==> config.mk <==
export PLATFORM = sky130hd
export DESIGN_NAME = board_mgmt_i2c_regfile_watchdog
export DESIGN_NICKNAME = d
export VERILOG_FILES = /design/src/design/bmw_pkg.sv /design/src/design/bmw_ram.sv /design/src/design/bmw_ctrl.sv /design/src/design/board_mgmt_i2c_regfile_watchdog.sv
export SDC_FILE = /design/constraint.sdc
export NUM_CORES = 1
export LEC_CHECK = 0
export ABC_AREA = 0
export BUFFER_PORTS_ARGS = -buffer_cell sky130_fd_sc_hd__buf_2
export CAP_MARGIN = 40
export CELL_PAD_IN_SITES_DETAIL_PLACEMENT = 1
export CELL_PAD_IN_SITES_GLOBAL_PLACEMENT = 2
export CORE_ASPECT_RATIO = 0.8
export CORE_UTILIZATION = 44
export CTS_BUF_LIST = sky130_fd_sc_hd__clkbuf_8
export CTS_CLUSTER_SIZE = 30
export DETAILED_ROUTE_END_ITERATION = 6
export MAX_ROUTING_LAYER = met4
export PLACE_DENSITY = 0.85
export SLEW_MARGIN = 5
export SYNTH_ARGS = -nofsm -noshare
export SYNTH_HDL_FRONTEND = slang
export SYNTH_SLANG_ARGS = --single-unit
==> constraint.sdc <==
create_clock -name clk -period 4.9 [get_ports clk]
set_input_delay 0.735 -clock clk [delete_from_list [all_inputs] [get_ports clk]]
set_output_delay 0.735 -clock clk [all_outputs]
set_load 0.02 [all_outputs]
==> src/design/bmw_pkg.sv <==
// Shared types, register map and command codes of the board management register file.
package bmw_pkg;

  localparam int REG_COUNT = 32;
  localparam int CTL_COUNT = 12;
  localparam int CTL_AW    = $clog2(CTL_COUNT);
  localparam int GEN_DEPTH = REG_COUNT - CTL_COUNT;
  localparam int GEN_AW    = (GEN_DEPTH > 1) ? $clog2(GEN_DEPTH) : 1;

  typedef enum logic [2:0] {
    FN_ADDR     = 3'd0,
    FN_WRITE    = 3'd1,
    FN_READ     = 3'd2,
    FN_TICK     = 3'd3,
    FN_PIN      = 3'd4,
    FN_FAN_DONE = 3'd5,
    FN_FAN_OVF  = 3'd6
  } func_t;

  typedef enum logic [1:0] {
    ACT_NONE       = 2'd0,
    ACT_REBOOT     = 2'd1,
    ACT_RESET      = 2'd2,
    ACT_POWER_DOWN = 2'd3
  } action_t;

  localparam logic [CTL_AW-1:0] RG_CMD     = CTL_AW'(0);
  localparam logic [CTL_AW-1:0] RG_STATUS  = CTL_AW'(1);
  localparam logic [CTL_AW-1:0] RG_TIMEOUT = CTL_AW'(2);
  localparam logic [CTL_AW-1:0] RG_REASON  = CTL_AW'(3);
  localparam logic [CTL_AW-1:0] RG_RSTCNT  = CTL_AW'(4);
  localparam logic [CTL_AW-1:0] RG_TEMP    = CTL_AW'(5);
  localparam logic [CTL_AW-1:0] RG_VOLT    = CTL_AW'(6);
  localparam logic [CTL_AW-1:0] RG_FAN     = CTL_AW'(7);
  localparam logic [CTL_AW-1:0] RG_FANLO   = CTL_AW'(8);
  localparam logic [CTL_AW-1:0] RG_FANHI   = CTL_AW'(9);
  localparam logic [CTL_AW-1:0] RG_SECLO   = CTL_AW'(10);
  localparam logic [CTL_AW-1:0] RG_SECHI   = CTL_AW'(11);

  localparam logic [7:0] CMD_SAFE_RESET = 8'h0D;
  localparam logic [7:0] CMD_FEED       = 8'h11;
  localparam logic [7:0] CMD_REBOOT     = 8'h12;
  localparam logic [7:0] CMD_RESET      = 8'h66;
  localparam logic [7:0] CMD_POWER_DOWN = 8'hF7;
  localparam logic [7:0] CMD_CLEAR_ERR  = 8'h86;

  localparam logic [7:0] REASON_REBOOT     = 8'd1;
  localparam logic [7:0] REASON_RESET      = 8'd2;
  localparam logic [7:0] REASON_POWER_DOWN = 8'd3;
  localparam logic [7:0] REASON_WATCHDOG   = 8'd4;

  localparam logic [7:0] FAN_FAIL = 8'h01;

  localparam logic [2:0] PIN_CHIP_TEMP = 3'd0;
  localparam logic [2:0] PIN_DDR_GOOD  = 3'd1;
  localparam logic [2:0] PIN_REG_TEMP  = 3'd2;
  localparam logic [2:0] PIN_CORE_GOOD = 3'd3;
  localparam logic [2:0] PIN_RESET_REQ = 3'd4;

  typedef struct packed {
    logic [7:0] read_data;
    logic       read_valid;
    action_t    action;
    logic       start_fan;
    logic       err_int;
    logic       sys_rst;
    logic       led;
  } result_t;

  // One step of the control logic as seen by the datapath.
  typedef struct packed {
    result_t           res;
    logic              rd_ram;
    logic              ram_we;
    logic [GEN_AW-1:0] ram_addr;
    logic [7:0]        ram_wdata;
  } step_t;

endpackage

==> src/design/bmw_ram.sv <==
// Generic single-port RAM with registered read data.
module bmw_ram #(
  parameter int WIDTH = 8,
  parameter int DEPTH = 32
) (
  input  logic                     clk,
  input  logic                     we,
  input  logic                     re,
  input  logic [$clog2(DEPTH)-1:0] addr,
  input  logic [WIDTH-1:0]         wdata,
  output logic [WIDTH-1:0]         rdata
);

  logic [WIDTH-1:0] mem [DEPTH];

  always_ff @(posedge clk) begin
    if (we) begin
      mem[addr] <= wdata;
    end
    if (re) begin
      rdata <= mem[addr];
    end
  end

endmodule

==> src/design/bmw_ctrl.sv <==
// Control registers, pointer, commands, watchdog, alarm pins and fan check.
module bmw_ctrl import bmw_pkg::*; (
  input  logic        clk,
  input  logic        rst,
  input  logic        accept,
  input  func_t       func,
  input  logic        rnw,
  input  logic [7:0]  data_byte,
  input  logic [2:0]  pin_select,
  input  logic        pin_level,
  input  logic [15:0] fan_count,
  output step_t       step
);

  logic [7:0]  ctl_reg [CTL_COUNT];
  logic [7:0]  ctl_reg_next [CTL_COUNT];
  logic [7:0]  reg_pointer, reg_pointer_next;
  logic        expect_pointer, expect_pointer_next;
  logic [15:0] seconds, seconds_next;
  // Seconds since the last feed; bounded by the timeout while the watchdog runs.
  logic [7:0]  dog_age, dog_age_next;
  logic        dog_running, dog_running_next;
  logic        error_line, error_line_next;
  logic        fan_pending, fan_pending_next;
  logic        reset_line, reset_line_next;
  logic        led_level, led_level_next;

  always_comb begin
    logic              in_range;
    logic              in_ctl;
    logic [CTL_AW-1:0] ctl_idx;
    logic [7:0]        ptr_off;
    logic [7:0]        ptr_inc;
    logic [8:0]        age_inc;
    logic [7:0]        cmd;
    action_t           act;
    action_t           bite;
    logic              do_read;

    in_range = {1'b0, reg_pointer} < 9'(REG_COUNT);
    in_ctl   = reg_pointer < 8'(CTL_COUNT);
    ctl_idx  = reg_pointer[CTL_AW-1:0];
    ptr_off  = reg_pointer - 8'(CTL_COUNT);
    ptr_inc  = reg_pointer + 8'd1;
    age_inc  = {1'b0, dog_age} + 9'd1;
    act      = ACT_NONE;
    bite     = ACT_NONE;
    do_read  = 1'b0;

    ctl_reg_next        = ctl_reg;
    reg_pointer_next    = reg_pointer;
    expect_pointer_next = expect_pointer;
    seconds_next        = seconds;
    dog_age_next        = dog_age;
    dog_running_next    = dog_running;
    error_line_next     = error_line;
    fan_pending_next    = fan_pending;
    reset_line_next     = reset_line;
    led_level_next      = led_level;

    step.ram_we    = 1'b0;
    step.ram_addr  = ptr_off[GEN_AW-1:0];
    step.ram_wdata = data_byte;
    step.res.start_fan = 1'b0;

    case (func)
      FN_ADDR: begin
        if (rnw) begin
          do_read = 1'b1;
        end else begin
          expect_pointer_next = 1'b1;
        end
      end
      FN_WRITE: begin
        if (expect_pointer) begin
          reg_pointer_next    = data_byte;
          expect_pointer_next = 1'b0;
        end else if (in_range) begin
          if (in_ctl) begin
            ctl_reg_next[ctl_idx] = data_byte;
          end else begin
            step.ram_we = 1'b1;
          end
          reg_pointer_next = ptr_inc;
        end
      end
      FN_READ: begin
        do_read = 1'b1;
      end
      FN_TICK: begin
        if (error_line) begin
          led_level_next = ~led_level;
        end
        seconds_next = seconds + 16'd1;
        ctl_reg_next[RG_SECLO] = seconds_next[7:0];
        ctl_reg_next[RG_SECHI] = seconds_next[15:8];
        if (dog_running) begin
          if (ctl_reg[RG_TIMEOUT] == 8'd0) begin
            ctl_reg_next[RG_TIMEOUT] = 8'd0;
            dog_running_next         = 1'b0;
          end else if (age_inc > {1'b0, ctl_reg[RG_TIMEOUT]}) begin
            ctl_reg_next[RG_REASON]  = REASON_WATCHDOG;
            ctl_reg_next[RG_TIMEOUT] = 8'd0;
            dog_running_next         = 1'b0;
            bite = ctl_reg[RG_STATUS][0] ? ACT_RESET : ACT_REBOOT;
          end else begin
            dog_age_next = age_inc[7:0];
          end
        end else if (ctl_reg[RG_TIMEOUT] != 8'd0) begin
          dog_age_next     = 8'd0;
          dog_running_next = 1'b1;
        end
        if (!seconds_next[0]) begin
          if (fan_pending) begin
            error_line_next      = 1'b1;
            ctl_reg_next[RG_FAN] = FAN_FAIL;
          end else begin
            fan_pending_next   = 1'b1;
            step.res.start_fan = 1'b1;
          end
        end
      end
      FN_PIN: begin
        case (pin_select)
          PIN_CHIP_TEMP: begin
            ctl_reg_next[RG_TEMP][0] = ~pin_level;
            if (!pin_level) error_line_next = 1'b1;
          end
          PIN_DDR_GOOD: begin
            ctl_reg_next[RG_VOLT][1] = ~pin_level;
            if (!pin_level) error_line_next = 1'b1;
          end
          PIN_REG_TEMP: begin
            ctl_reg_next[RG_TEMP][1] = ~pin_level;
            if (!pin_level) error_line_next = 1'b1;
          end
          PIN_CORE_GOOD: begin
            ctl_reg_next[RG_VOLT][0] = ~pin_level;
            if (!pin_level) error_line_next = 1'b1;
          end
          PIN_RESET_REQ: begin
            reset_line_next = pin_level;
            led_level_next  = pin_level;
            if (pin_level) begin
              ctl_reg_next[RG_RSTCNT] = ctl_reg[RG_RSTCNT] + 8'd1;
            end
          end
          default: begin
          end
        endcase
      end
      FN_FAN_DONE: begin
        ctl_reg_next[RG_FANLO] = fan_count[7:0];
        ctl_reg_next[RG_FANHI] = fan_count[15:8];
        ctl_reg_next[RG_FAN]   = 8'd0;
        fan_pending_next       = 1'b0;
      end
      FN_FAN_OVF: begin
        error_line_next      = 1'b1;
        ctl_reg_next[RG_FAN] = FAN_FAIL;
      end
      default: begin
      end
    endcase

    if (do_read) begin
      reg_pointer_next = ptr_inc;
    end

    // The command register is evaluated after every transfer, on the updated file.
    cmd = ctl_reg_next[RG_CMD];
    case (cmd) inside
      CMD_SAFE_RESET: begin
        ctl_reg_next[RG_STATUS][0] = 1'b1;
      end
      CMD_FEED: begin
        dog_age_next         = 8'd0;
        ctl_reg_next[RG_CMD] = 8'd0;
      end
      CMD_REBOOT, CMD_RESET: begin
        ctl_reg_next[RG_TIMEOUT] = 8'd0;
        dog_running_next         = 1'b0;
        ctl_reg_next[RG_REASON]  = (cmd == CMD_REBOOT) ? REASON_REBOOT : REASON_RESET;
        act = (cmd == CMD_REBOOT) ? ACT_REBOOT : ACT_RESET;
        ctl_reg_next[RG_RSTCNT]  = ctl_reg_next[RG_RSTCNT] + 8'd1;
        ctl_reg_next[RG_CMD]     = 8'd0;
      end
      CMD_POWER_DOWN: begin
        ctl_reg_next[RG_TIMEOUT] = 8'd0;
        dog_running_next         = 1'b0;
        ctl_reg_next[RG_REASON]  = REASON_POWER_DOWN;
        act = ACT_POWER_DOWN;
        ctl_reg_next[RG_CMD]     = 8'd0;
      end
      CMD_CLEAR_ERR: begin
        error_line_next      = 1'b0;
        ctl_reg_next[RG_CMD] = 8'd0;
      end
      default: begin
      end
    endcase

    step.res.read_valid = do_read;
    step.res.read_data  = (do_read && in_ctl) ? ctl_reg[ctl_idx] : 8'd0;
    step.rd_ram         = do_read && in_range && !in_ctl;
    step.res.action     = (act != ACT_NONE) ? act : bite;
    step.res.err_int    = error_line_next;
    step.res.sys_rst    = reset_line_next;
    step.res.led        = led_level_next;
  end

  always_ff @(posedge clk) begin
    if (rst) begin
      for (int i = 0; i < CTL_COUNT; i++) begin
        ctl_reg[i] <= 8'd0;
      end
      reg_pointer    <= 8'd0;
      expect_pointer <= 1'b1;
      seconds        <= 16'd0;
      dog_age        <= 8'd0;
      dog_running    <= 1'b0;
      error_line     <= 1'b0;
      fan_pending    <= 1'b0;
      reset_line     <= 1'b0;
      led_level      <= 1'b0;
    end else if (accept) begin
      ctl_reg        <= ctl_reg_next;
      reg_pointer    <= reg_pointer_next;
      expect_pointer <= expect_pointer_next;
      seconds        <= seconds_next;
      dog_age        <= dog_age_next;
      dog_running    <= dog_running_next;
      error_line     <= error_line_next;
      fan_pending    <= fan_pending_next;
      reset_line     <= reset_line_next;
      led_level      <= led_level_next;
    end
  end

endmodule

==> src/design/board_mgmt_i2c_regfile_watchdog.sv <==
// Top level: byte register file with watchdog, alarm bits and fan check behind stream ports.
// A result is registered in stage s1 and then in the output register, held there until taken.
// Throughput: one item per cycle while the output is not stalled; the single RAM port is the limit.
// Registers 0 to 11 sit in flip-flops; the rest sit in a RAM written and read at transfer time.
// Reset (synchronous) resets all control state; RAM entries read as zero until first written,
// tracked by one written bit per entry, so no clearing pass is needed after reset.
module board_mgmt_i2c_regfile_watchdog import bmw_pkg::*; (
  input  logic        clk,
  input  logic        rst,
  input  logic        s_axis_tvalid,
  output logic        s_axis_tready,
  // rnw[0], data_byte[8:1], pin_select[11:9], pin_level[12], fan_count[28:13], zero[31:29]
  input  logic [31:0] s_axis_tdata,
  // func[2:0]
  input  logic [2:0]  s_axis_tuser,
  output logic        m_axis_tvalid,
  input  logic        m_axis_tready,
  // read_data[7:0], read_valid[8], action[10:9], start_fan[11], err_int[12],
  // sys_rst[13], led[14], zero[15]
  output logic [15:0] m_axis_tdata
);

  step_t          step;
  logic           accept;
  logic           s1_valid;
  logic           s1_adv;
  result_t        s1_res;
  logic           s1_ram;
  logic           out_valid;
  result_t        out_res;
  result_t        out_res_next;
  logic [7:0]     ram_rdata;
  logic [GEN_DEPTH-1:0] gen_written;

  assign s1_adv        = s1_valid && (!out_valid || m_axis_tready);
  assign s_axis_tready = !s1_valid || s1_adv;
  assign accept        = s_axis_tvalid && s_axis_tready;

  bmw_ctrl u_ctrl (
    .clk        (clk),
    .rst        (rst),
    .accept     (accept),
    .func       (func_t'(s_axis_tuser)),
    .rnw        (s_axis_tdata[0]),
    .data_byte  (s_axis_tdata[8:1]),
    .pin_select (s_axis_tdata[11:9]),
    .pin_level  (s_axis_tdata[12]),
    .fan_count  (s_axis_tdata[28:13]),
    .step       (step)
  );

  // Writes and reads both happen at the transfer edge, so a read always sees earlier writes.
  bmw_ram #(
    .WIDTH (8),
    .DEPTH (GEN_DEPTH)
  ) u_ram (
    .clk   (clk),
    .we    (accept && step.ram_we),
    .re    (accept && step.rd_ram),
    .addr  (step.ram_addr),
    .wdata (step.ram_wdata),
    .rdata (ram_rdata)
  );

  always_ff @(posedge clk) begin
    if (rst) begin
      gen_written <= '0;
    end else if (accept && step.ram_we) begin
      gen_written[step.ram_addr] <= 1'b1;
    end
  end

  always_ff @(posedge clk) begin
    if (accept) begin
      s1_res <= step.res;
      s1_ram <= step.rd_ram && gen_written[step.ram_addr];
    end
  end

  always_comb begin
    out_res_next = s1_res;
    if (s1_ram) begin
      out_res_next.read_data = ram_rdata;
    end
  end

  always_ff @(posedge clk) begin
    if (s1_adv) begin
      out_res <= out_res_next;
    end
  end

  always_ff @(posedge clk) begin
    if (rst) begin
      s1_valid  <= 1'b0;
      out_valid <= 1'b0;
    end else begin
      if (accept) begin
        s1_valid <= 1'b1;
      end else if (s1_adv) begin
        s1_valid <= 1'b0;
      end
      if (s1_adv) begin
        out_valid <= 1'b1;
      end else if (m_axis_tready) begin
        out_valid <= 1'b0;
      end
    end
  end

  assign m_axis_tvalid = out_valid;
  assign m_axis_tdata  = {1'b0, out_res.led, out_res.sys_rst, out_res.err_int,
                          out_res.start_fan, out_res.action, out_res.read_valid,
                          out_res.read_data};

endmodule
Yosys cells after proc, flatten, opt, wreduce, memory -nomap -nowiden
Memory sizes are Yosys's and may differ from the RTL's. A register that Yosys moved wholly into a read port is not among the register bits.
Cells that the tools add are included.

storage, ports and cells
  register bits = 187
  bits in writable memories = 160
  bits of input ports = 39
  output and inout bits = 18
  word-level logic and storage cells = 251
  memories = 1

memory list
  memory     words  bits a word  read ports  clocked after Yosys merged registers in  write ports  RTL line       text
  u_ram.mem  20     8            1           1                                        1            bmw_ram.sv:14  logic [WIDTH-1:0] mem [DEPTH];

cells by class
  add/sub/neg operators = 6
  magnitude comparators = 7
  eq/ne operators = 27
  multiplexer cells = 111
  bitwise logic cells = 6
  reduce and logical (&&, ||, !) cells = 49

operators with widths
  operator                                       number
  2-to-1 mux 96 bit                              3
  2-to-1 mux 8 bit                               29
  2-to-1 mux 16 bit                              7
  bitwise mux 96 bit                             1
  case mux 16 bit (2 select lines)               3
  2-to-1 mux 1 bit                               43
  binary-select mux 8 bit (select 4 bit)         1
  demux 8 bit (select 4 bit)                     1
  case mux 8 bit (4 select lines)                1
  adder 8 x 1 -> 8 bit, second input constant    3
  2-to-1 mux 2 bit                               12
  AND reduction 6 bit                            4
  nonzero test 2 bit                             12
  bitwise OR 20 bit                              1
  AND reduction 5 bit                            4
  adder 16 x 1 -> 16 bit, second input constant  1
  == test 8 x 5 -> 1 bit, second input constant  2
  == test 8 bit, second input constant           2
  inequality test 2 bit, second input constant   8
  case mux 8 bit (2 select lines)                1
  == test 3 x 2 -> 1 bit, second input constant  4
  == test 3 bit, second input constant           4
  logical AND 1 bit                              10
  adder 8 x 1 -> 9 bit, second input constant    1
  other kinds (31)                               48

Longest topological paths before layout
Gate-level depths: netlist of the first run.

  word-level depth = 17
  mapped depth = 14
  depth with buffers taken out = 12

Hierarchy
Synthesis of the first run repeated with hierarchy kept, for this count alone.

second synthesis, totals
  cells, all modules = 1597
  area, all modules = 17305.3 sq um

modules (own cells, without submodules)
  module                           times used  cells each  area each (sq um)  seq. area each (sq um)
  bmw_ctrl                         1           1082        8690.8             2682.6
  bmw_ram                          1           357         6590.1             5044.8
  board_mgmt_i2c_regfile_watchdog  1           158         2024.4             1371.3

Least setup slack after synthesis of the first run
No wires, ideal clock.

  kind = register to register
  from = reg u_ctrl.reg_pointer[0]
  to = reg u_ctrl.ctl_reg[62] in the netlist's numbering
  setup time = 0.062 ns
  arrival = 3.510 ns
  required time = 4.838 ns
  slack = 1.328 ns
  cell stages (with the launch flop) = 15
  buffers on the path = 4
  clock period less this slack = 3.572 ns
  path through = dfxtp_1 -> clkbuf_1 -> buf_2 -> clkbuf_1 -> inv_1 -> ha_1 -> and4bb_1 -> and4_1 -> buf_2 -> nor2_1 -> a221o_1 -> ha_1 -> nand2_1 -> or4_1 -> nand3_1

between the ends
  cells in the longest elaborated chain, start to end = 15
  elaborated cells on any way between the ends = 23
  those cells by class = 1 x add/sub; 4 x order compare; 4 x eq/ne; 11 x mux; 1 x bitwise; 2 x reduce/logical

ends and longest elaborated chain
  element                                                                                                                RTL line         text
  start, declared                                                                                                        bmw_ctrl.sv:17   logic [7:0] reg_pointer, reg_pointer_next;
  start signal, assigned                                                                                                 bmw_ctrl.sv:228  reg_pointer <= reg_pointer_next;
  inverter 4 -> 5 bit (implied by the code)                                                                              bmw_ctrl.sv:80   ctl_reg_next[ctl_idx] = data_byte;
  greater-or-equal comparator 5 bit (implied by the code) / less-than comparator 5 x 1 -> 1 bit (equally long branches)  bmw_ctrl.sv:80
  logical AND 1 bit (implied by the code)                                                                                bmw_ctrl.sv:80
  2-to-1 mux 8 bit (implied by the code)                                                                                 bmw_ctrl.sv:80
  demux 8 bit (select 4 bit)                                                                                             bmw_ctrl.sv:80
  bitwise mux 96 bit                                                                                                     bmw_ctrl.sv:80
  2-to-1 mux 96 bit                                                                                                      bmw_ctrl.sv:79   if (in_ctl) begin
  2-to-1 mux 96 bit (*)                                                                                                  bmw_ctrl.sv:78   end else if (in_range) begin
  2-to-1 mux 96 bit (*)                                                                                                  bmw_ctrl.sv:75   if (expect_pointer) begin
  branches (longest 5 deep; another with adder 8 x 1 -> 8 bit)                                                           --
  2-to-1 mux 8 bit (*)                                                                                                   bmw_ctrl.sv:172  case (cmd) inside
  end signal, assigned                                                                                                   bmw_ctrl.sv:227  ctl_reg <= ctl_reg_next;
  end, declared                                                                                                          bmw_ctrl.sv:15   logic [7:0] ctl_reg [CTL_COUNT];

Mark *: on every way between the ends. The select of a mux whose other input is x is not followed.
A chain may end at the register's enable or synchronous reset.

Worst setup path in the final report of the first run
  from = reg u_ctrl.dog_age[0]
  to = reg u_ctrl.dog_age[5]

between the ends
  cells in the longest elaborated chain, start to end = 8

ends and longest elaborated chain
  element                                 RTL line         text
  start, declared                         bmw_ctrl.sv:21   logic [7:0] dog_age, dog_age_next;
  start signal, assigned                  bmw_ctrl.sv:231  dog_age <= dog_age_next;
  adder 8 x 1 -> 9 bit (*)                bmw_ctrl.sv:45   age_inc = {1'b0, dog_age} + 9'd1;
  greater-than comparator 9 x 8 -> 1 bit  bmw_ctrl.sv:101  end else if (age_inc > {1'b0, ctl_reg[RG_TIMEOUT]}) begin
  2-to-1 mux 8 bit (*)                    bmw_ctrl.sv:101
  2-to-1 mux 8 bit (*)                    bmw_ctrl.sv:98   if (ctl_reg[RG_TIMEOUT] == 8'd0) begin
  2-to-1 mux 8 bit (*)                    bmw_ctrl.sv:97   if (dog_running) begin
  2-to-1 mux 8 bit (*)                    bmw_ctrl.sv:66   case (func)
  2-to-1 mux 8 bit                        bmw_ctrl.sv:172
  2-to-1 mux 8 bit (*)                    bmw_ctrl.sv:172

Every way passes the cells marked *; elsewhere a longest branch is shown, timed or not.

==> results of run 1 <==
[layer usage]
layer / share of wire [%] / wire [um] / up-vias / global-route usage [%]
met5: 0 / 0 / - / -
met4: 2.1 / 1120 / 0 / 7.81
met3: 8.4 / 4440 / 75 / 5.69
met2: 44 / 23200 / 522 / 40.8
met1: 46 / 24400 / 6566 / 39.8
li1: - / - / 5721 / -
[final cells by class]
class	instances	area (sq um)
tap	487	609
fill	3983	18500
clock buffer	64	881
timing repair buffer	92	582
antenna	2	5.00
sequential	355	9110
multi-input combinational	994	7220
inverter	35	131
clock inverter	45	324
[critical path, delay by kind of cell (launching register included)]
kind	cells	cell delay (ns)
AND/OR/NAND/NOR	4	1.28
AO/OA/AOI/OAI	4	0.95
flip-flops	1	0.48
XOR/XNOR	1	0.25
adder cells (fa/ha/maj)	2	0.61
[kinds of logic after synthesis]
kind of cell             share of synthesized area, %
AND/OR/NAND/NOR                                  14.8
flip-flops                                       54.0
AO/OA/AOI/OAI                                    12.3
buffers and inverters                            3.21
multiplexers                                     12.2
XOR/XNOR                                         2.03
adder cells (fa/ha/maj)                          1.48
other                                          0.0222
[through the flow]
| stage | hold WS (ns) | instance area (sq um) | cells |
|---|---|---|---|
| finish | 0.338 | 18900 | 2074 |
| floorplan | 0.400 | 16900 | 1481 |
| global placement | 0.401 | 17600 | 1954 |
| CTS | 0.312 | 18800 | 2071 |
| global route | 0.360 | 18900 | 2074 |
| detailed placement | 0.419 | 17600 | 1962 |
[cell usage in the layout (no fill, tap or decap), drive strengths merged, types with 12 or more instances in the layout]
cell type  netlist  layout
nand2          131     131
clkinv           1      21
nand3           43      43
dfxtp          156     156
clkbuf          67      65
a22oi           48      48
edfxtp         199     199
and2            19      19
inv             34      55
a211oi          36      36
nand4           16      16
nor3            25      25
o21ai           55      55
nor4            12      12
mux4            67      67
xnor2           14      14
and3            16      16
xor2            25      25
nor2           180     180
mux2i           44      44
ha              20      20
buf             30      91
a21oi           66      66
[cells in the mapped netlist, types with 20 or more instances]
cell type  number  area (sq um)
a21oi_1        66           330
inv_1          34           128
clkbuf_1       66           248
edfxtp_1      199          5980
mux4_2         67          1510
nand2_1       131           492
mux2i_1        44           440
a211oi_1       36           270
xor2_1         25           219
nand3_1        43           215
a22oi_1        48           360
o21ai_0        50           250
nor3_1         22           110
dfxtp_1       156          3120
ha_1           20           250
nor2_1        176           661
[report_power, final]
part / switching (mW) / internal [mW] / total, mW
logic: 0.307 / 0.138 / 0.445
registers: 0.0212 / 3.17 / 3.19
clock network: 1.27 / 1.43 / 2.70
[worst paths after layout]
check | from | end | slack, ns | depth (start not counted)
worst max-delay path | u_ctrl.dog_age[0] | u_ctrl.dog_age[5] | 1.25 | 11
worst min-delay path | s_axis_tvalid | s1_valid | 0.34 | 3
worst max register to register | u_ctrl.dog_age[0] | u_ctrl.dog_age[5] | 1.25 | 11
worst min register to register | out_res_next[0] | m_axis_tdata[14] | 0.42 | 0
==> impl_metrics.env, run 1 <==
export IMPL_final_nets=1595
export IMPL_peakVddDrop_mv=0.310
export IMPL_ys_flop_type="edfxtp_1"
export IMPL_drc=5
export IMPL_run_status="finished, violations left"
export IMPL_yosysSeqAreaShare_pct=54.0
export IMPL_setup_viol=0
export IMPL_std_cell_rows=63
export IMPL_yosys_cell_types_count=84
export IMPL_cts_tree="built"
export IMPL_max_slew_margin_pct=38.4
export IMPL_area_growth_pct=11.9
export IMPL_io_pins=57
export IMPL_syn_area_sq_um=16900
export IMPL_power_mw=6.34
export IMPL_synth_edff_count=199
export IMPL_final_util_pct=50.5
export IMPL_synth_seq_cells=355
export IMPL_cts_made_buffers=58
export IMPL_drt_total_wl_um=53100
export IMPL_crit_path_frequent_cell="ha_1"
export IMPL_crit_path_end_kind="flop"
export IMPL_drtAntennaViolNets=0
export IMPL_largest_reg_flops=160
export IMPL_holdBufCountCts=0
export IMPL_wl_per_cell_um=25.6
export IMPL_rsz0062_at_grt="false"
export IMPL_p_leak_nw=6.48
export IMPL_cts_sinks=355
export IMPL_worst_slew_pin_slew_ns=0.918
export IMPL_clk_pin_slew_ns=0.06
export IMPL_start_kind="flop"
export IMPL_path_max_fanout=7
export IMPL_overflow=0
export IMPL_htreeDepth=2
export IMPL_postSynthCellCount=1481
export IMPL_antenna_found_initial=3
export IMPL_fmaxAchievable_mhz=274
export IMPL_worst_path_max_delay_cell="nor4_1"
export IMPL_path_class="flop to flop"
export IMPL_failed_checks="DRC"
export IMPL_cp_required_ns=5.49
export IMPL_via_per_inst=6.21
export IMPL_start_util_pct=45.1
export IMPL_grt_pass1_vias=12900
export IMPL_drv_slew=0
export IMPL_synth_avg_cell_area_sq_um=11.4
export IMPL_hp_class="input port to flop"
export IMPL_io_buffers=52
export IMPL_drv_cap=0
export IMPL_synth_async_reset_ratio_pct=0
export IMPL_die_y_um=177
export IMPL_fin_crit_ns=3.65
export IMPL_hold_viol=0
export IMPL_die_w_um=221
export IMPL_finalCritPeriodShare_pct=74.4
export IMPL_core_area_sq_um=37400
export IMPL_clk_path_buf_depth=3
export IMPL_final_setup_tns_ns=0
export IMPL_dpl_worst_slack_ns=1.20
export IMPL_finClkSkew_ns=0.0406
export IMPL_grt_first_pass_wirelength_um=79900
export IMPL_p_per_area_nw_per_um2=336
export IMPL_post_cts_buffers=0
export IMPL_dp_hpwl_um=35900
export IMPL_worstSkewPairLatency_ns=0.66
export IMPL_dr_pass1_iters=7
export IMPL_drive_above_1_share_pct=17.6
export IMPL_worstPathCellList="ha_1 > nand2_1 > nor2_1 > xor2_1 > ha_1 > and3_1 > a221o_1 > o22a_1 > nor4_1 > a21oi_1 > a31oi_1"
export IMPL_grt_max_degree=81
export IMPL_cts_resized=0
export IMPL_grt_util_all_layers_pct=28.1
export IMPL_synth_nets=1540
export IMPL_dieArea_sq_um=39100
export IMPL_via_count=12900
export IMPL_yosys_warnings=0
export IMPL_drt_iter0_drc=1225
export IMPL_worst_slack_ns=1.25
export IMPL_gp_congestion=0.872
export IMPL_cp_arrival_ns=4.23
export IMPL_slowest_delay_ns=0.73
export IMPL_cts_root_buf="clkbuf_8"
Note: power is estimated with default switching activity, not from simulation.
==> run 2: changes to the inputs <==
clock period = 3.8 ns   (was 4.9 ns; I/O delays follow)
==> run 2 against run 1 <==
The flow still finishes with violations (DRC); cell count rose by 1.3%; clock-buffer cell count is 2 lower; via count about the same; fmax grew 3.8%; total power increased by 25%.
==> impl_metrics.env, run 2 (same netlist as run 1, synthesis figures left out) <==
export IMPL_via_per_inst=6.13
export IMPL_worstSkewPairLatency_ns=0.66
export IMPL_finalCritPeriodShare_pct=92.5
export IMPL_run_status="finished, violations left"
export IMPL_final_setup_tns_ns=0
export IMPL_cp_required_ns=4.17
export IMPL_cp_arrival_ns=3.88
export IMPL_p_seq_share_pct=52.0
export IMPL_worst_slack_ns=0.287
export IMPL_dr_pass1_iters=7
export IMPL_htreeDepth=2
export IMPL_cts_root_buf="clkbuf_8"
export IMPL_n_fill_cell=3992
export IMPL_worst_slew_pin_slew_ns=0.905
export IMPL_via_count=12900
export IMPL_final_cells=2101
export IMPL_overflow=0
export IMPL_layout_common_cells="199 x edfxtp_1, 176 x nor2_1, 154 x dfxtp_1, 131 x nand2_1, 67 x mux4_2"
export IMPL_grt_pass1_vias=13000
export IMPL_cts_made_buffers=58
export IMPL_grt_first_pass_wirelength_um=81400
export IMPL_drt_total_wl_um=53300
export IMPL_drv_cap=0
export IMPL_clkPwrFrac_pct=40.6
export IMPL_setup_viol=0
export IMPL_cts_resized=0
export IMPL_clk_path_buf_depth=3
export IMPL_hold_worst_slack_ns=0.185
export IMPL_failed_checks="DRC"
export IMPL_peakVddDrop_mv=0.318
export IMPL_drt_iter0_drc=1218
export IMPL_crit_path_end_kind="flop"
export IMPL_dieArea_sq_um=39100
export IMPL_final_common_cell="edfxtp_1"
export IMPL_path_max_fanout=7
export IMPL_cts_sinks=355
export IMPL_combPwrFrac_pct=7.4
export IMPL_final_nets=1622
export IMPL_start_util_pct=45.1
export IMPL_cts_tree="built"
export IMPL_post_cts_buffers=0
export IMPL_std_cell_rows=63
export IMPL_core_area_sq_um=37400
export IMPL_grt_util_all_layers_pct=28.5
export IMPL_power_mw=7.92
export IMPL_power_internal_mw=5.88
export IMPL_drc=10
export IMPL_fmaxAchievable_mhz=285
export IMPL_dpl_worst_slack_ns=0.458
export IMPL_drive_above_1_share_pct=19.0
export IMPL_placed_area_sq_um=17800
export IMPL_die_w_um=221
export IMPL_antenna_found_initial=3
export IMPL_dp_hpwl_um=36900
export IMPL_p_per_area_nw_per_um2=417
export IMPL_switching_share_pct=25.8
export IMPL_largest_reg_flops=160
export IMPL_die_y_um=177
export IMPL_gp_congestion=0.879
export IMPL_holdBufCountCts=0
export IMPL_wl_per_cell_um=25.4
export IMPL_area_growth_pct=12.5
export IMPL_path_class="flop to flop"
export IMPL_drtAntennaViolNets=0
export IMPL_max_slew_margin_pct=39.2
export IMPL_io_pins=57
export IMPL_hold_viol=0
export IMPL_finClkSkew_ns=0.0427
export IMPL_clk_pin_slew_ns=0.06
export IMPL_io_buffers=52
export IMPL_p_leak_nw=6.60
export IMPL_fin_crit_ns=3.51
export IMPL_fin_area_sq_um=19000
export IMPL_p_sw_mw=2.04
export IMPL_final_util_pct=50.8
export IMPL_dp_cells=1989
export IMPL_hp_class="input port to flop"
export IMPL_start_kind="flop"
export IMPL_rsz0062_at_grt="false"
export IMPL_grt_max_degree=79
export IMPL_drv_slew=0
==> run 2: changes by cell type in the layout (fill, tap and decap cells not counted), sizes merged <==
| cell | change |
|---|---|
| inv | +7 |
| clkbuf | -2 |
| clkinv | -2 |
| bufinv | -3 |
| clkdlybuf4s15 | +1 |
| buf | +26 |
==> run 2: power groups by stage <==
stage          logic (mW)  registers (mW)  clock network (mW)
6_report            0.583            4.12                3.22
5_1_grt             0.621            4.12                3.46
4_1_cts             0.577            4.12                3.30
3_5_place_dp        0.575            4.20                   0
3_3_place_gp        0.555            4.20                   0
2_1_floorplan       0.332            4.20                   0
==> run 2: final timing paths <==
check | cells past startpoint | slack, ns | startpoint | end
setup / recovery | 12 | 0.29 | u_ctrl.dog_age[0] | out_res_next[4]
hold / removal | 3 | 0.19 | s_axis_tvalid | s1_valid
setup reg to reg | 12 | 0.29 | u_ctrl.dog_age[0] | out_res_next[4]
hold reg to reg | 0 | 0.42 | out_res_next[5] | m_axis_tdata[10]
==> run 2: cell type report <==
type	instances	area [sq um]	share of cell area (%)
Sequential cell	355	9110	48.0
Multi-Input combinational cell	994	7220	38.1
Clock buffer	62	853	4.50
Timing Repair Buffer	119	783	4.13
Tap cell	487	609	3.21
Clock inverter	47	259	1.37
Inverter	35	131	0.693
Antenna cell	2	5.00	0.0264
==> run 2: metal layers <==
| layer | global-route usage, % | vias up | part of all wire (%) | wire length (um) |
|---|---|---|---|---|
| met5 | - | - | 0 | 0 |
| met4 | 6.91 | 0 | 1.7 | 930 |
| met3 | 5.38 | 69 | 7.7 | 4130 |
| met2 | 42.0 | 510 | 45 | 23900 |
| met1 | 40.4 | 6541 | 46 | 24400 |
| li1 | - | 5765 | - | - |
==> run 2: worst max-delay path, cell delays in order, from the launching register on <==
cell and delay, ns:
dfxtp_1 0.49, ha_1 0.31, nand2_1 0.08, nor2_1 0.27, xor2_1 0.13, ha_1 0.31, and3_1 0.18, nand3_1 0.14
a21oi_1 0.20, o22ai_1 0.16, buf_4 0.18, a21o_1 0.26, o41ai_1 0.53
==> run 3: changes to the inputs <==
ABC_AREA = 1   (was 0)
CORE_UTILIZATION = 40   (was 44)
==> run 3 against run 2 <==
The flow now finishes without violations; non-clock buffer count is 2 lower; critical path depth is 2 higher; sequential share of layout area is 1.5 points lower; synthesized cell count is 39% higher; clock skew is 0.0033 ns lower; design area is 3.3% higher; clock-buffer cell count is 1 higher; global-route usage is 0.53 points lower; total power is 5.2% higher; fmax is 12% higher; critical path type unchanged; highest routed layer unchanged.
==> impl_metrics.env, run 3 <==
export IMPL_grt_util_all_layers_pct=27.9
export IMPL_wl_per_cell_um=21.9
export IMPL_whs_path_depth=3
export IMPL_yosysSeqAreaShare_pct=52.1
export IMPL_die_w_um=236
export IMPL_dieArea_sq_um=44500
export IMPL_final_setup_tns_ns=0
export IMPL_path_class="flop to flop"
export IMPL_synth_top_cells_by_area="edfxtp_1 34%, dfxtp_1 18%, o21ai_0 6.7%"
export IMPL_fin_crit_ns=3.13
export IMPL_cp_num_buf_inv=0
export IMPL_yosys_warnings=0
export IMPL_dr_pass1_iters=6
export IMPL_clk_pin_slew_ns=0.07
export IMPL_crit_path_frequent_cell="nand2_1"
export IMPL_p_per_area_nw_per_um2=425
export IMPL_yosysMostFrequentCell="nand2_1"
export IMPL_hp_class="input port to flop"
export IMPL_grt_pass1_vias=15800
export IMPL_via_per_inst=5.69
export IMPL_synth_seq_cells=355
export IMPL_peakVddDrop_mv=0.239
export IMPL_reg2regPathDepth=14
export IMPL_finalCritPeriodShare_pct=82.3
export IMPL_overflow=0
export IMPL_hold_viol=0
export IMPL_drt_iter0_drc=1264
export IMPL_start_util_pct=40.5
export IMPL_die_y_um=189
export IMPL_hold_end="u_ctrl.ctl_reg[28]"
export IMPL_grt_max_degree=137
export IMPL_timing_rr_end="u_ctrl.dog_running"
export IMPL_cts_made_buffers=58
export IMPL_p_leak_nw=7.32
export IMPL_crit_path_end_kind="flop"
export IMPL_htreeDepth=2
export IMPL_slowest_delay_ns=0.44
export IMPL_ys_flop_type="edfxtp_1"
export IMPL_drc=0
export IMPL_synth_edff_count=199
export IMPL_post_cts_buffers=0
export IMPL_io_buffers=52
export IMPL_drive_above_1_share_pct=13.0
export IMPL_largest_reg_flops=160
export IMPL_run_status="finished clean"
export IMPL_worstPathCellList="ha_1 > nor2_2 > nand3_2 > nor2_4 > nand2_2 > nand2_1 > nand2_1 > nand2_1 > nor2_2 > nand3_4 > nand2_2 > nor2_8 > nand3_1 > a21oi_1"
export IMPL_cts_sinks=355
export IMPL_worstSkewPairLatency_ns=0.67
export IMPL_synth_async_reset_ratio_pct=0
export IMPL_synth_area_leader_cell="edfxtp_1"
export IMPL_via_count=15500
export IMPL_yosys_cell_types_count=54
export IMPL_final_nets=2174
export IMPL_layout_common_cells="312 x nand2_1, 242 x nor2_1, 235 x o21ai_0, 199 x edfxtp_1, 179 x inv_1"
export IMPL_synth_common_cells="313 x nand2_1, 243 x nor2_1, 235 x o21ai_0, 199 x edfxtp_1, 168 x a21oi_1"
export IMPL_max_slew_margin_pct=41.3
export IMPL_synth_nets=2115
export IMPL_worst_path_max_delay_cell="dfxtp_1"
export IMPL_start_kind="flop"
export IMPL_core_area_sq_um=43100
export IMPL_setup_viol=0
export IMPL_cts_tree="built"
export IMPL_fmaxAchievable_mhz=320
export IMPL_path_max_fanout=17
export IMPL_hold_worst_slack_ns=0.193
export IMPL_synth_top_area_share_pct=34.2
export IMPL_worstSetupStartpoint="u_ctrl.reg_pointer[2]"
export IMPL_finClkSkew_ns=0.0394
export IMPL_drv_slew=0
export IMPL_area_growth_pct=12.1
export IMPL_syn_area_sq_um=17500
export IMPL_synth_avg_cell_area_sq_um=8.50
export IMPL_gp_congestion=0.954
export IMPL_placed_area_sq_um=18500
export IMPL_worst_slew_pin_slew_ns=0.881
export IMPL_cts_root_buf="clkbuf_8"
export IMPL_postSynthCellCount=2056
export IMPL_cts_resized=0
export IMPL_drv_cap=0
export IMPL_min_from="s_axis_tdata[17]"
export IMPL_io_pins=57
export IMPL_clk_path_buf_depth=3
export IMPL_dp_hpwl_um=40400
export IMPL_drt_total_wl_um=59800
export IMPL_drtAntennaViolNets=0
export IMPL_std_cell_rows=68
export IMPL_r2r_slack_ns=0.67
export IMPL_holdBufCountCts=0
export IMPL_r2r_start="u_ctrl.reg_pointer[2]"
export IMPL_antenna_found_initial=1
export IMPL_n_fill_cell=5149
export IMPL_rsz0062_at_grt="false"
export IMPL_final_common_cell="nand2_1"
export IMPL_fin_area_sq_um=19600
export IMPL_cp_arrival_ns=3.69
export IMPL_grt_first_pass_wirelength_um=93500
export IMPL_cp_required_ns=4.37
export IMPL_cp_top_family="simple AND/OR/NAND/NOR gates"
[run 3: changes by cell type after synthesis, moves of 48 or more]
cell | before | now
a22oi_1 | 48 | 0
nand2_1 | 131 | 313
inv_1 | 34 | 155
o21ai_0 | 50 | 235
nor2_1 | 176 | 243
a21oi_1 | 66 | 168
mux4_2 | 67 | 0
nand3_1 | 43 | 144
[run 3: logic make-up after synthesis]
group / share of synthesized area (%)
AO/OA/AOI/OAI: 18.3
XOR/XNOR: 1.05
adder cells (fa/ha/maj): 1.43
buffers and inverters: 6.48
flip-flops: 52.1
multiplexers: 0.516
other: 0.0215
AND/OR/NAND/NOR: 20.1
[run 3: power breakdown]
part	switching (mW)	internal, mW	total (mW)
Combinational	0.626	0.227	0.853
Clock	1.64	1.67	3.31
Sequential	0.0471	4.12	4.17
Total	2.31	6.02	8.33
[run 3: stage by stage]
stage | utilization [%] | power, mW | setup WS [ns] | cells
5_1_grt | 45.4 | 8.63 | 0.300 | 2726
3_3_place_gp | 42.7 | 5.06 | 0.696 | 2611
3_5_place_dp | 42.8 | 5.09 | 0.663 | 2615
2_1_floorplan | - | 4.75 | 0.998 | 2056
4_1_cts | 45.4 | 8.40 | 0.709 | 2725
6_report | 45.4 | 8.33 | 0.674 | 2726
[run 3: final cells by class]
type                            count  area (sq um)  share of cell area [%]
Timing Repair Buffer              117           774                    3.95
Sequential cell                   355          9100                    46.5
Inverter                          168           633                    3.23
Tap cell                          560           701                    3.58
Clock buffer                       63           867                    4.43
Antenna cell                        1          2.50                  0.0128
Clock inverter                     47           262                    1.33
Multi-Input combinational cell   1415          7250                    37.0
[run 3: how the worst max path moves through the flow]
stage                         end  slack, ns  cells past startpoint
2_1_floorplan  u_ctrl.ctl_reg[59]        1.0                     19
3_3_place_gp   u_ctrl.ctl_reg[58]       0.70                     18
3_5_place_dp   u_ctrl.ctl_reg[58]       0.66                     18
4_1_cts        u_ctrl.ctl_reg[74]       0.71                     17
5_1_grt         u_ctrl.dog_age[4]       0.30                     17
6_report       u_ctrl.dog_running       0.67                     14
[run 3: per-layer routing]
metal | GRT usage, % | vias to the layer above | share of wire (%)
met4 | 6.94 | 0 | 1.7
met3 | 3.81 | 71 | 6.2
met5 | - | - | 0
li1 | - | 7259 | -
met2 | 41.8 | 448 | 44
met1 | 39.8 | 7732 | 48
[run 3: worst min-delay path, cell delays in order]
cell and delay [ns]:
buf_2 0.09, nand2_1 0.06, a31oi_1 0.07
